## src/rtl/altitude_line_parser_top_macros.svh

```systemverilog
// ----------------------------------------------------------------------------
// Assertion macros for the altitude line parser
// Shared property wrappers, clocked on i_clk and idle during reset.
// ----------------------------------------------------------------------------
`ifndef ALTITUDE_LINE_PARSER_TOP_MACROS_SVH
`define ALTITUDE_LINE_PARSER_TOP_MACROS_SVH

// same-cycle implication
`define ALP_ASSERT_NOW(label, ante, cons, msg) \
    label: assert property (@(posedge i_clk) disable iff (!i_rst_n) \
        (ante) |-> (cons)) else $error(msg);

// next-cycle implication
`define ALP_ASSERT_NEXT(label, ante, cons, msg) \
    label: assert property (@(posedge i_clk) disable iff (!i_rst_n) \
        (ante) |=> (cons)) else $error(msg);

`endif

```

## src/rtl/alp_pkg.sv

```systemverilog
// ----------------------------------------------------------------------------
// Altitude line parser package
// Status codes, phase encodings, result type and character helpers.
// ----------------------------------------------------------------------------
package alp_pkg;

    localparam logic [30:0] VALUE_MAX = 31'h7FFF_FFFF;
    localparam logic [7:0]  CH_NL     = 8'h0A;
    localparam logic [7:0]  CH_STAR   = 8'h2A;
    localparam logic [7:0]  CH_PLUS   = 8'h2B;
    localparam logic [7:0]  CH_MINUS  = 8'h2D;
    localparam logic [7:0]  CH_ZERO   = 8'h30;
    localparam logic [7:0]  CH_X_LO   = 8'h78;
    localparam logic [7:0]  CH_X_UP   = 8'h58;

    typedef enum logic [2:0] {
        ST_OK     = 3'd0,
        ST_CSUM   = 3'd1,
        ST_EMPTY  = 3'd2,
        ST_NONNUM = 3'd3,
        ST_LONG   = 3'd4
    } t_status;

    typedef enum logic [2:0] {
        LP_LEAD = 3'b001,
        LP_DATA = 3'b010,
        LP_CSUM = 3'b100
    } t_line_phase;

    typedef enum logic [6:0] {
        HX_SKIP = 7'b000_0001,
        HX_SIGN = 7'b000_0010,
        HX_ZERO = 7'b000_0100,
        HX_X    = 7'b000_1000,
        HX_DIG  = 7'b001_0000,
        HX_DONE = 7'b010_0000,
        HX_OVF  = 7'b100_0000
    } t_hex_phase;

    // packed so that status lands in the low bits of the output tdata
    typedef struct packed {
        logic        ground_latched;
        logic [30:0] ground_elevation;
        logic [30:0] reading_value;
        t_status     line_status;
    } t_result;

    function automatic logic is_ws(input logic [7:0] c);
        return (c == 8'h20) || ((c >= 8'h09) && (c <= 8'h0D));
    endfunction

    function automatic logic is_dec(input logic [7:0] c);
        return (c >= 8'h30) && (c <= 8'h39);
    endfunction

    // {valid, digit value}
    function automatic logic [4:0] hex_val(input logic [7:0] c);
        logic [4:0] r;
        r = 5'd0;
        if (is_dec(c))
            r = {1'b1, c[3:0]};
        else if ((c >= 8'h61 && c <= 8'h66) || (c >= 8'h41 && c <= 8'h46))
            r = {1'b1, 4'(c[3:0] + 4'd9)};
        return r;
    endfunction

endpackage

```

## src/rtl/alp_core.sv

```systemverilog
// ----------------------------------------------------------------------------
// Altitude line parser core
// Running line state, per-byte update and end-of-line result with ground latch.
// ----------------------------------------------------------------------------
module alp_core #(
    parameter int MAX_LINE_LENGTH = 64
) (
    input  logic             i_clk,
    input  logic             i_rst_n,
    input  logic             i_step,
    input  logic [7:0]       i_byte,
    input  logic             i_clear,
    input  logic             i_on_pad,
    output alp_pkg::t_result o_res
);
    import alp_pkg::*;

    localparam int LenW = $clog2(MAX_LINE_LENGTH + 1);

    t_line_phase    r_lp, n_lp;
    t_hex_phase     r_hx, n_hx, hx_eff;
    logic [7:0]     r_sum, n_sum;
    logic [30:0]    r_acc, n_acc;
    logic           r_digits, n_digits;
    logic           r_space, n_space;
    logic           r_bad, n_bad;
    logic [31:0]    r_hacc, n_hacc;
    logic           r_neg, n_neg;
    logic [LenW-1:0] r_len, n_len;
    logic           r_first, n_first;
    logic [30:0]    r_ground, n_ground;

    logic           ws, dec, nl;
    logic [4:0]     hv;
    logic [34:0]    mul;
    logic [7:0]     given;
    t_status        status;
    logic [30:0]    value;

    assign ws  = is_ws(i_byte);
    assign dec = is_dec(i_byte);
    assign nl  = (i_byte == CH_NL);
    assign hv  = hex_val(i_byte);

    // acc * 10 + digit, wide enough to see saturation
    assign mul = ({4'd0, r_acc} << 3) + ({4'd0, r_acc} << 1) + {31'd0, i_byte[3:0]};

    assign given = (r_hx == HX_OVF) ? 8'hFF :
                   (r_neg ? 8'(8'd0 - r_hacc[7:0]) : r_hacc[7:0]);

    always_comb begin
        value = '0;
        priority if (r_len == LenW'(MAX_LINE_LENGTH)) begin
            status = ST_LONG;
        end else if ((r_lp == LP_CSUM) && (given != r_sum)) begin
            status = ST_CSUM;
        end else if (!r_digits && !r_bad) begin
            status = ST_EMPTY;
        end else if (r_bad) begin
            status = ST_NONNUM;
        end else begin
            status = ST_OK;
            value  = r_acc;
        end
    end

    // a skip-phase byte that is not whitespace or a sign is parsed as in sign phase
    assign hx_eff = (r_hx == HX_SKIP) ? HX_SIGN : r_hx;

    always_comb begin
        n_lp     = r_lp;
        n_hx     = r_hx;
        n_sum    = r_sum;
        n_acc    = r_acc;
        n_digits = r_digits;
        n_space  = r_space;
        n_bad    = r_bad;
        n_hacc   = r_hacc;
        n_neg    = r_neg;
        n_len    = r_len;
        n_first  = r_first;
        n_ground = r_ground;

        if (i_clear) begin
            n_lp     = LP_LEAD;
            n_hx     = HX_SKIP;
            n_sum    = '0;
            n_acc    = '0;
            n_digits = 1'b0;
            n_space  = 1'b0;
            n_bad    = 1'b0;
            n_hacc   = '0;
            n_neg    = 1'b0;
            n_len    = '0;
            n_first  = 1'b1;
            n_ground = '0;
        end else if (i_step && nl) begin
            if ((status == ST_OK) && i_on_pad && r_first) begin
                n_ground = value;
                n_first  = 1'b0;
            end
            n_lp     = LP_LEAD;
            n_hx     = HX_SKIP;
            n_sum    = '0;
            n_acc    = '0;
            n_digits = 1'b0;
            n_space  = 1'b0;
            n_bad    = 1'b0;
            n_hacc   = '0;
            n_neg    = 1'b0;
            n_len    = '0;
        end else if (i_step) begin
            if (r_len < LenW'(MAX_LINE_LENGTH))
                n_len = r_len + 1'b1;
            if ((r_lp == LP_DATA) || ((r_lp == LP_LEAD) && !ws)) begin
                if (i_byte == CH_STAR) begin
                    n_lp = LP_CSUM;
                end else begin
                    n_lp  = LP_DATA;
                    n_sum = r_sum + i_byte;
                    if (ws) begin
                        n_space = 1'b1;
                    end else if (dec) begin
                        if (r_space)
                            n_bad = 1'b1;
                        n_digits = 1'b1;
                        n_acc = (mul > {4'd0, VALUE_MAX}) ? VALUE_MAX : mul[30:0];
                    end else begin
                        n_bad = 1'b1;
                    end
                end
            end else if (r_lp == LP_CSUM) begin
                if ((r_hx == HX_SKIP) && ws) begin
                    n_hx = HX_SKIP;
                end else if ((r_hx == HX_SKIP) &&
                             ((i_byte == CH_PLUS) || (i_byte == CH_MINUS))) begin
                    n_neg = (i_byte == CH_MINUS);
                    n_hx  = HX_SIGN;
                end else begin
                    unique case (hx_eff)
                        HX_SIGN: begin
                            if (i_byte == CH_ZERO) begin
                                n_hx = HX_ZERO;
                            end else if (hv[4]) begin
                                n_hacc = {28'd0, hv[3:0]};
                                n_hx   = HX_DIG;
                            end else begin
                                n_hx = HX_DONE;
                            end
                        end
                        HX_ZERO: begin
                            if ((i_byte == CH_X_LO) || (i_byte == CH_X_UP)) begin
                                n_hx = HX_X;
                            end else if (hv[4]) begin
                                n_hacc = {28'd0, hv[3:0]};
                                n_hx   = HX_DIG;
                            end else begin
                                n_hx = HX_DONE;
                            end
                        end
                        HX_X: begin
                            if (hv[4]) begin
                                n_hacc = {28'd0, hv[3:0]};
                                n_hx   = HX_DIG;
                            end else begin
                                n_hx = HX_DONE;
                            end
                        end
                        HX_DIG: begin
                            if (!hv[4])
                                n_hx = HX_DONE;
                            else if (r_hacc[31:28] != 4'd0)
                                n_hx = HX_OVF;
                            else
                                n_hacc = {r_hacc[27:0], hv[3:0]};
                        end
                        default: n_hx = r_hx;
                    endcase
                end
            end
        end
    end

    always_ff @(posedge i_clk) begin
        if (!i_rst_n) begin
            r_lp     <= LP_LEAD;
            r_hx     <= HX_SKIP;
            r_sum    <= '0;
            r_acc    <= '0;
            r_digits <= 1'b0;
            r_space  <= 1'b0;
            r_bad    <= 1'b0;
            r_hacc   <= '0;
            r_neg    <= 1'b0;
            r_len    <= '0;
            r_first  <= 1'b1;
            r_ground <= '0;
        end else begin
            r_lp     <= n_lp;
            r_hx     <= n_hx;
            r_sum    <= n_sum;
            r_acc    <= n_acc;
            r_digits <= n_digits;
            r_space  <= n_space;
            r_bad    <= n_bad;
            r_hacc   <= n_hacc;
            r_neg    <= n_neg;
            r_len    <= n_len;
            r_first  <= n_first;
            r_ground <= n_ground;
        end
    end

    assign o_res.line_status      = status;
    assign o_res.reading_value    = value;
    assign o_res.ground_elevation = n_ground;
    assign o_res.ground_latched   = ~n_first;

endmodule

```

## src/rtl/altitude_line_parser_top.sv

```systemverilog
// ----------------------------------------------------------------------------
// Altitude line parser top level
// Stream in received bytes, stream out one parsed result per newline.
// ----------------------------------------------------------------------------
// Takes one byte per clock on the input stream. For every newline it presents
// one result item (status, reading, ground elevation, ground flag) on the
// output stream. The newline is held in the input register while the line-state
// update computes the result, and that result is then loaded into the output
// register, from which the result item is presented. The input register
// and the output register are separate, so a new byte is taken while a result
// waits; the input stalls only when a newline meets a full output register.
// Writing on_pad_mode (address 0) sets the mode, clears the ground latch and
// drops any partial line; write it only while the stream is idle.
// ----------------------------------------------------------------------------
module altitude_line_parser_top #(
    parameter int MAX_LINE_LENGTH = 64
) (
    input  logic        i_clk,
    input  logic        i_rst_n,
    // APB configuration
    input  logic        psel,
    input  logic        penable,
    input  logic        pwrite,
    input  logic [2:0]  paddr,
    input  logic [31:0] pwdata,
    output logic [31:0] prdata,
    output logic        pready,
    // byte input stream
    input  logic        s_tvalid,
    output logic        s_tready,
    input  logic [7:0]  s_tdata,   // [7:0] rx_byte
    // result stream
    output logic        m_tvalid,
    input  logic        m_tready,
    output logic [71:0] m_tdata    // [2:0] line_status, [33:3] reading_value,
                                   // [64:34] ground_elevation, [65] ground_latched
);
    import alp_pkg::*;

    logic       r_on_pad;
    logic       r_in_valid;
    logic [7:0] r_in_byte;
    logic       r_out_valid;
    t_result    r_out;
    t_result    res;
    logic       cfg_wr, out_free, in_nl, proc;

    assign pready = 1'b1;
    assign cfg_wr = psel && penable && pwrite && pready && (paddr[2] == 1'b0);
    assign prdata = (paddr[2] == 1'b0) ? {31'd0, r_on_pad} : 32'd0;

    assign out_free = !r_out_valid || m_tready;
    assign in_nl    = (r_in_byte == CH_NL);
    assign proc     = r_in_valid && (!in_nl || out_free);
    assign s_tready = !r_in_valid || proc;

    alp_core #(
        .MAX_LINE_LENGTH (MAX_LINE_LENGTH)
    ) u_core (
        .i_clk    (i_clk),
        .i_rst_n  (i_rst_n),
        .i_step   (proc),
        .i_byte   (r_in_byte),
        .i_clear  (cfg_wr),
        .i_on_pad (r_on_pad),
        .o_res    (res)
    );

    always_ff @(posedge i_clk) begin
        if (!i_rst_n) begin
            r_on_pad <= 1'b0;
        end else if (cfg_wr) begin
            r_on_pad <= pwdata[0];
        end
    end

    always_ff @(posedge i_clk) begin
        if (!i_rst_n) begin
            r_in_valid <= 1'b0;
        end else if (s_tvalid && s_tready) begin
            r_in_valid <= 1'b1;
        end else if (proc) begin
            r_in_valid <= 1'b0;
        end
    end

    always_ff @(posedge i_clk) begin
        if (s_tvalid && s_tready)
            r_in_byte <= s_tdata;
    end

    always_ff @(posedge i_clk) begin
        if (!i_rst_n) begin
            r_out_valid <= 1'b0;
        end else if (proc && in_nl) begin
            r_out_valid <= 1'b1;
        end else if (m_tready) begin
            r_out_valid <= 1'b0;
        end
    end

    always_ff @(posedge i_clk) begin
        if (proc && in_nl)
            r_out <= res;
    end

    assign m_tvalid = r_out_valid;
    assign m_tdata  = {6'd0, r_out};

`include "altitude_line_parser_top_macros.svh"

    `ALP_ASSERT_NOW(a_err_zero_value, r_out_valid && (r_out.line_status != ST_OK), r_out.reading_value == 31'd0, "reading nonzero on error status")
    `ALP_ASSERT_NOW(a_latch_needs_pad, r_out_valid && r_out.ground_latched, r_on_pad, "ground latched outside on-pad mode")
    `ALP_ASSERT_NEXT(a_out_hold, r_out_valid && !m_tready, r_out_valid && $stable(r_out), "stalled result changed")
    `ALP_ASSERT_NOW(a_status_range, r_out_valid, (r_out.line_status == ST_OK) || (r_out.line_status == ST_CSUM) || (r_out.line_status == ST_EMPTY) || (r_out.line_status == ST_NONNUM) || (r_out.line_status == ST_LONG), "status code out of range")

endmodule
```

## config.mk

```make
export PLATFORM = sky130hd
export DESIGN_NAME = altitude_line_parser_top
export DESIGN_NICKNAME = d
export VERILOG_FILES = /design/src/rtl/alp_pkg.sv /design/src/rtl/alp_core.sv /design/src/rtl/altitude_line_parser_top.sv
export VERILOG_INCLUDE_DIRS = /design/src /design/src/rtl
export SDC_FILE = /design/constraint.sdc
export NUM_CORES = 1
export LEC_CHECK = 0
export ABC_AREA = 1
export CORE_ASPECT_RATIO = 1.2
export CORE_MARGIN = 5
export CORE_UTILIZATION = 65
export CTS_BUF_LIST = sky130_fd_sc_hd__clkbuf_8
export DETAILED_ROUTE_END_ITERATION = 10
export DONT_BUFFER_PORTS = 1
export GPL_ROUTABILITY_DRIVEN = 1
export GPL_TIMING_DRIVEN = 0
export PLACE_DENSITY_LB_ADDON = 0.25
export SLEW_MARGIN = 20
export SYNTH_ARGS = -nofsm -noshare
export SYNTH_HDL_FRONTEND = slang
export SYNTH_SLANG_ARGS = --single-unit
```

## constraint.sdc

```tcl
create_clock -name i_clk -period 6.42 [get_ports i_clk]
set_input_delay 0 -clock i_clk [delete_from_list [all_inputs] [get_ports i_clk]]
set_output_delay 0 -clock i_clk [all_outputs]
set_load 0.02 [all_outputs]
```

==> impl_metrics.py <==
metrics = {
    "global_routing": {
        "grt_pass1_vias": 9572,
        "grt_usage": 0.271,
        "antenna_found_initial": 0,
        "grt_remaining_overflow": 0,
        "grt_pass1_wl_um": 45100,
        "grt_max_degree": 56,
    },
    "timing": {
        "clock_skew_ns": 0.0350,
        "drv_slew": 0,
        "maxSlewHeadroom": 0.372,
        "rsz0062_at_grt": "no",
        "worstMarginPinSlew_ns": 0.934,
        "fin_setup_tns_ns": 0,
        "fmax_mhz": 261,
        "finalHoldViolCount": 0,
        "finalCritPeriodShare": 0.597,
        "finalCriticalPeriod_ns": 3.83,
        "setup_viol": 0,
    },
    "critical_path": {
        "r2r-start": "r_in_byte[3]",
        "crit_path_end_kind": "flip-flop",
        "crit_required_ns": 6.86,
        "cp_common_cell": "nand2_1",
        "crit_path_end": "u_core.r_acc[25]",
        "crit_type": "reg -> reg",
        "reg2regPathDepth": 16,
        "regToRegSetupSlack_ns": 2.59,
        "rr_endpoint": "u_core.r_acc[25]",
        "crit_fanout": 10,
        "critPathMaxStageDelay_ns": 0.57,
        "slowest_stage": "edfxtp_1",
        "startpoint": "r_in_byte[3]",
        "cp_data_arrival_time_ns": 4.28,
        "crit_chain": "inv_1 > fa_1 > fa_1 > inv_1 > nand3_1 > nand2_1 > a21oi_1 > o21ai_0 > nand2_1 > nand2_1 > nand2_1 > nand3_1 > nand3_1 > nor2_2 > buf_4 > a21oi_1",
        "setup.worst_path.start_class": "flip-flop",
    },
    "clock_tree": {
        "cts_buffers": 30,
        "ctsLongestPathBuffers": 3,
        "htree_levels": 1,
        "cts_sinks": 201,
        "clk_pin_slew_ns": 0.06,
        "cts_tree": "done",
        "clock_latency_ns": 0.59,
        "clock-root-buffer": "clkbuf_8",
    },
    "routing": {
        "firstDrtPassIters": 5,
        "drt-initial-drc-count": 547,
        "avgRoutedWirePerCell_um": 15.5,
        "drc_errors": 0,
        "totalWireLength_um": 27700,
        "wl_met1_um": 10800,
        "antenna_left": 0,
        "vias": 9861,
        "top_layer": "met4",
        "wl_met3_um": 1680,
        "detail_route.vias_per_cell": 5.53,
        "wl_met2_um": 14000,
    },
    "place": {
        "portBuffers": 0,
        "gp_congestion": 0.955,
        "dp_hpwl_um": 20700,
    },
    "power_and_ir_drop": {
        "p_clk_frac": 0.400,
        "p_seq_frac": 0.529,
        "power.density_nw_per_um2": 201,
        "leakage_uw": 0.00614,
        "vdd.ir_drop.worst_mv": 0.174,
        "pwr-share-comb": 0.071,
        "p_sw_frac": 0.246,
        "switching_power_uw": 626,
        "intPower_uw": 1920,
    },
    "synth": {
        "synth_edf_count": 74,
        "seq_area_frac_synth": 0.417,
        "ys_ff_latch": 201,
        "synth.avg_cell_area_um2": 7.86,
        "synth.area.top_cells": "dfxtp_1 (22%), edfxtp_1 (19%), nand2_1 (8.9%)",
        "ys.flop_type": "dfxtp_1",
        "synth_top_area_share": 0.223,
        "synth.largest_area_cell": "dfxtp_1",
        "syn-instance-count": 1454,
        "async_reset_ff_frac": 0,
        "yosysUniqueCellTypes": 51,
        "syn_area_um2": 11400,
        "ys_warn_count": 0,
    },
    "layout": {
        "postLayoutCoreUtil": 0.727,
        "fillers": 1402,
        "layout-drive-gt1-share": 0.0927,
        "final_cell_mix": "nand2_1 (272), inv_1 (201), a21oi_1 (139)",
        "diodes": 0,
        "nets": 1669,
        "syn_to_final_growth_pct": 10.6,
        "final_common_cell": "nand2_1",
    },
    "floorplan": {
        "num_io_pins": 157,
        "dieWidth_um": 131,
        "die_y_um": 155,
        "rows": 53,
        "start_util": 0.657,
        "die-area_um2": 20300,
        "core_area_um2": 17400,
    },
    "flow_run": {
        "drv_cap": 0,
    },
    "worst_hold_path": {
        "hp-class": "in -> reg",
    },
    "status": {
        "status": "finished clean",
    },
}
worst max-delay path: cells and delay by family (launching register included):
kind            cells  cell delay (ns)
fa+ha+maj           2             1.02
buf+inv             3             0.50
simple gates        8             0.97
flops               1             0.57
compound gates      3             0.65
routing by layer:
| metal | vias to the layer above | global-route usage |
|---|---|---|
| met4 | 0 | 0.124 |
| met2 | 289 | 0.472 |
| met3 | 94 | 0.0532 |
| met1 | 4559 | 0.318 |
| met5 | - | 0 |
| li1 | 4919 | - |
worst min-delay path by stage:
stage / start / to / cells after the start
finish: s_tdata[6] / r_in_byte[6] / 1
global route: s_tdata[5] / r_in_byte[5] / 1
CTS: s_tdata[6] / r_in_byte[6] / 1
detailed placement: i_rst_n / u_core.r_first / 1
global placement: i_rst_n / u_core.r_first / 1
floorplan: i_rst_n / u_core.r_first / 1
state kept, by name, summed over array words and instances (netlist names), 3 cells and up:
register / flops
u_core.r_hacc: 32
u_core.r_lp: 3
u_core.r_sum: 8
r_in_byte: 8
u_core.r_acc: 31
m_tdata: 66
u_core.r_len: 7
u_core.r_ground: 31
u_core.r_hx: 7
through the flow:
step / instances / total power, uW / worst slack [ns] / area, um^2 / hold WS (ns)
after floorplan: 1490 / 1510 / 3.37 / 11600 / 0.0689
after global placement: 1710 / 1540 / 2.48 / 11800 / 0.0720
after detailed placement: 1711 / 1540 / 2.68 / 11900 / 0.0782
after CTS: 1784 / 2560 / 2.66 / 12600 / 0.0251
after global routing: 1784 / 2650 / 2.35 / 12600 / 0.0273
final: 1784 / 2550 / 2.59 / 12600 / 0.0611
power by group through the flow:
| stage | Clock, uW | Combinational (uW) | Sequential, uW |
|---|---|---|---|
| 2_1_floorplan | 0 | 139 | 1370 |
| 3_3_place_gp | 0 | 164 | 1370 |
| 3_5_place_dp | 0 | 168 | 1370 |
| 4_1_cts | 1040 | 177 | 1350 |
| 5_1_grt | 1100 | 201 | 1350 |
| 6_report | 1020 | 181 | 1350 |
final cells by class:
cell class	instances	area [um^2]	share of cell area
Buffer	93	617	0.0488
Clock buffer	34	468	0.0370
Clock inverter	22	128	0.0101
Inverter	200	753	0.0596
Multi-Input combinational cell	996	5430	0.430
Sequential cell	201	4760	0.377
Tap cell	220	275	0.0218
Timing Repair Buffer	18	198	0.0156
what timing repair did:
| item | 4_1_cts | 5_1_grt |
|---|---|---|
| gates resized for setup | 0 | 0 |
| endpoints found under the hold margin | 37 | 0 |
| setup buffers | 0 | 0 |
| hold buffers | 17 | 0 |
Yosys cell counts, drive strengths merged, types with 10 or more instances:
cell and n:
buf 72, clkbuf 21, xor2 21, inv 198, nand4 51, nand3 104, ha 76, dfxtp 127
o21ai 82, edfxtp 74, nor3 10, a21oi 142, nor2 138, nand2 278
cell families (layout without fill, tap and decap cells):
| family | after synthesis | in the layout | share of synthesized area |
|---|---|---|---|
| xor gates and xnor gates | 27 | 27 | 0.0207 |
| and+or+nand+nor | 600 | 600 | 0.234 |
| buffers and inverters | 293 | 367 | 0.120 |
| other | 2 | 38 | 0.000657 |
| DFF | 201 | 201 | 0.417 |
| AOI/OAI and AO/OA | 252 | 252 | 0.119 |
| adders and majority gates | 79 | 79 | 0.0885 |
Note: power is estimated with default switching activity, not from simulation.
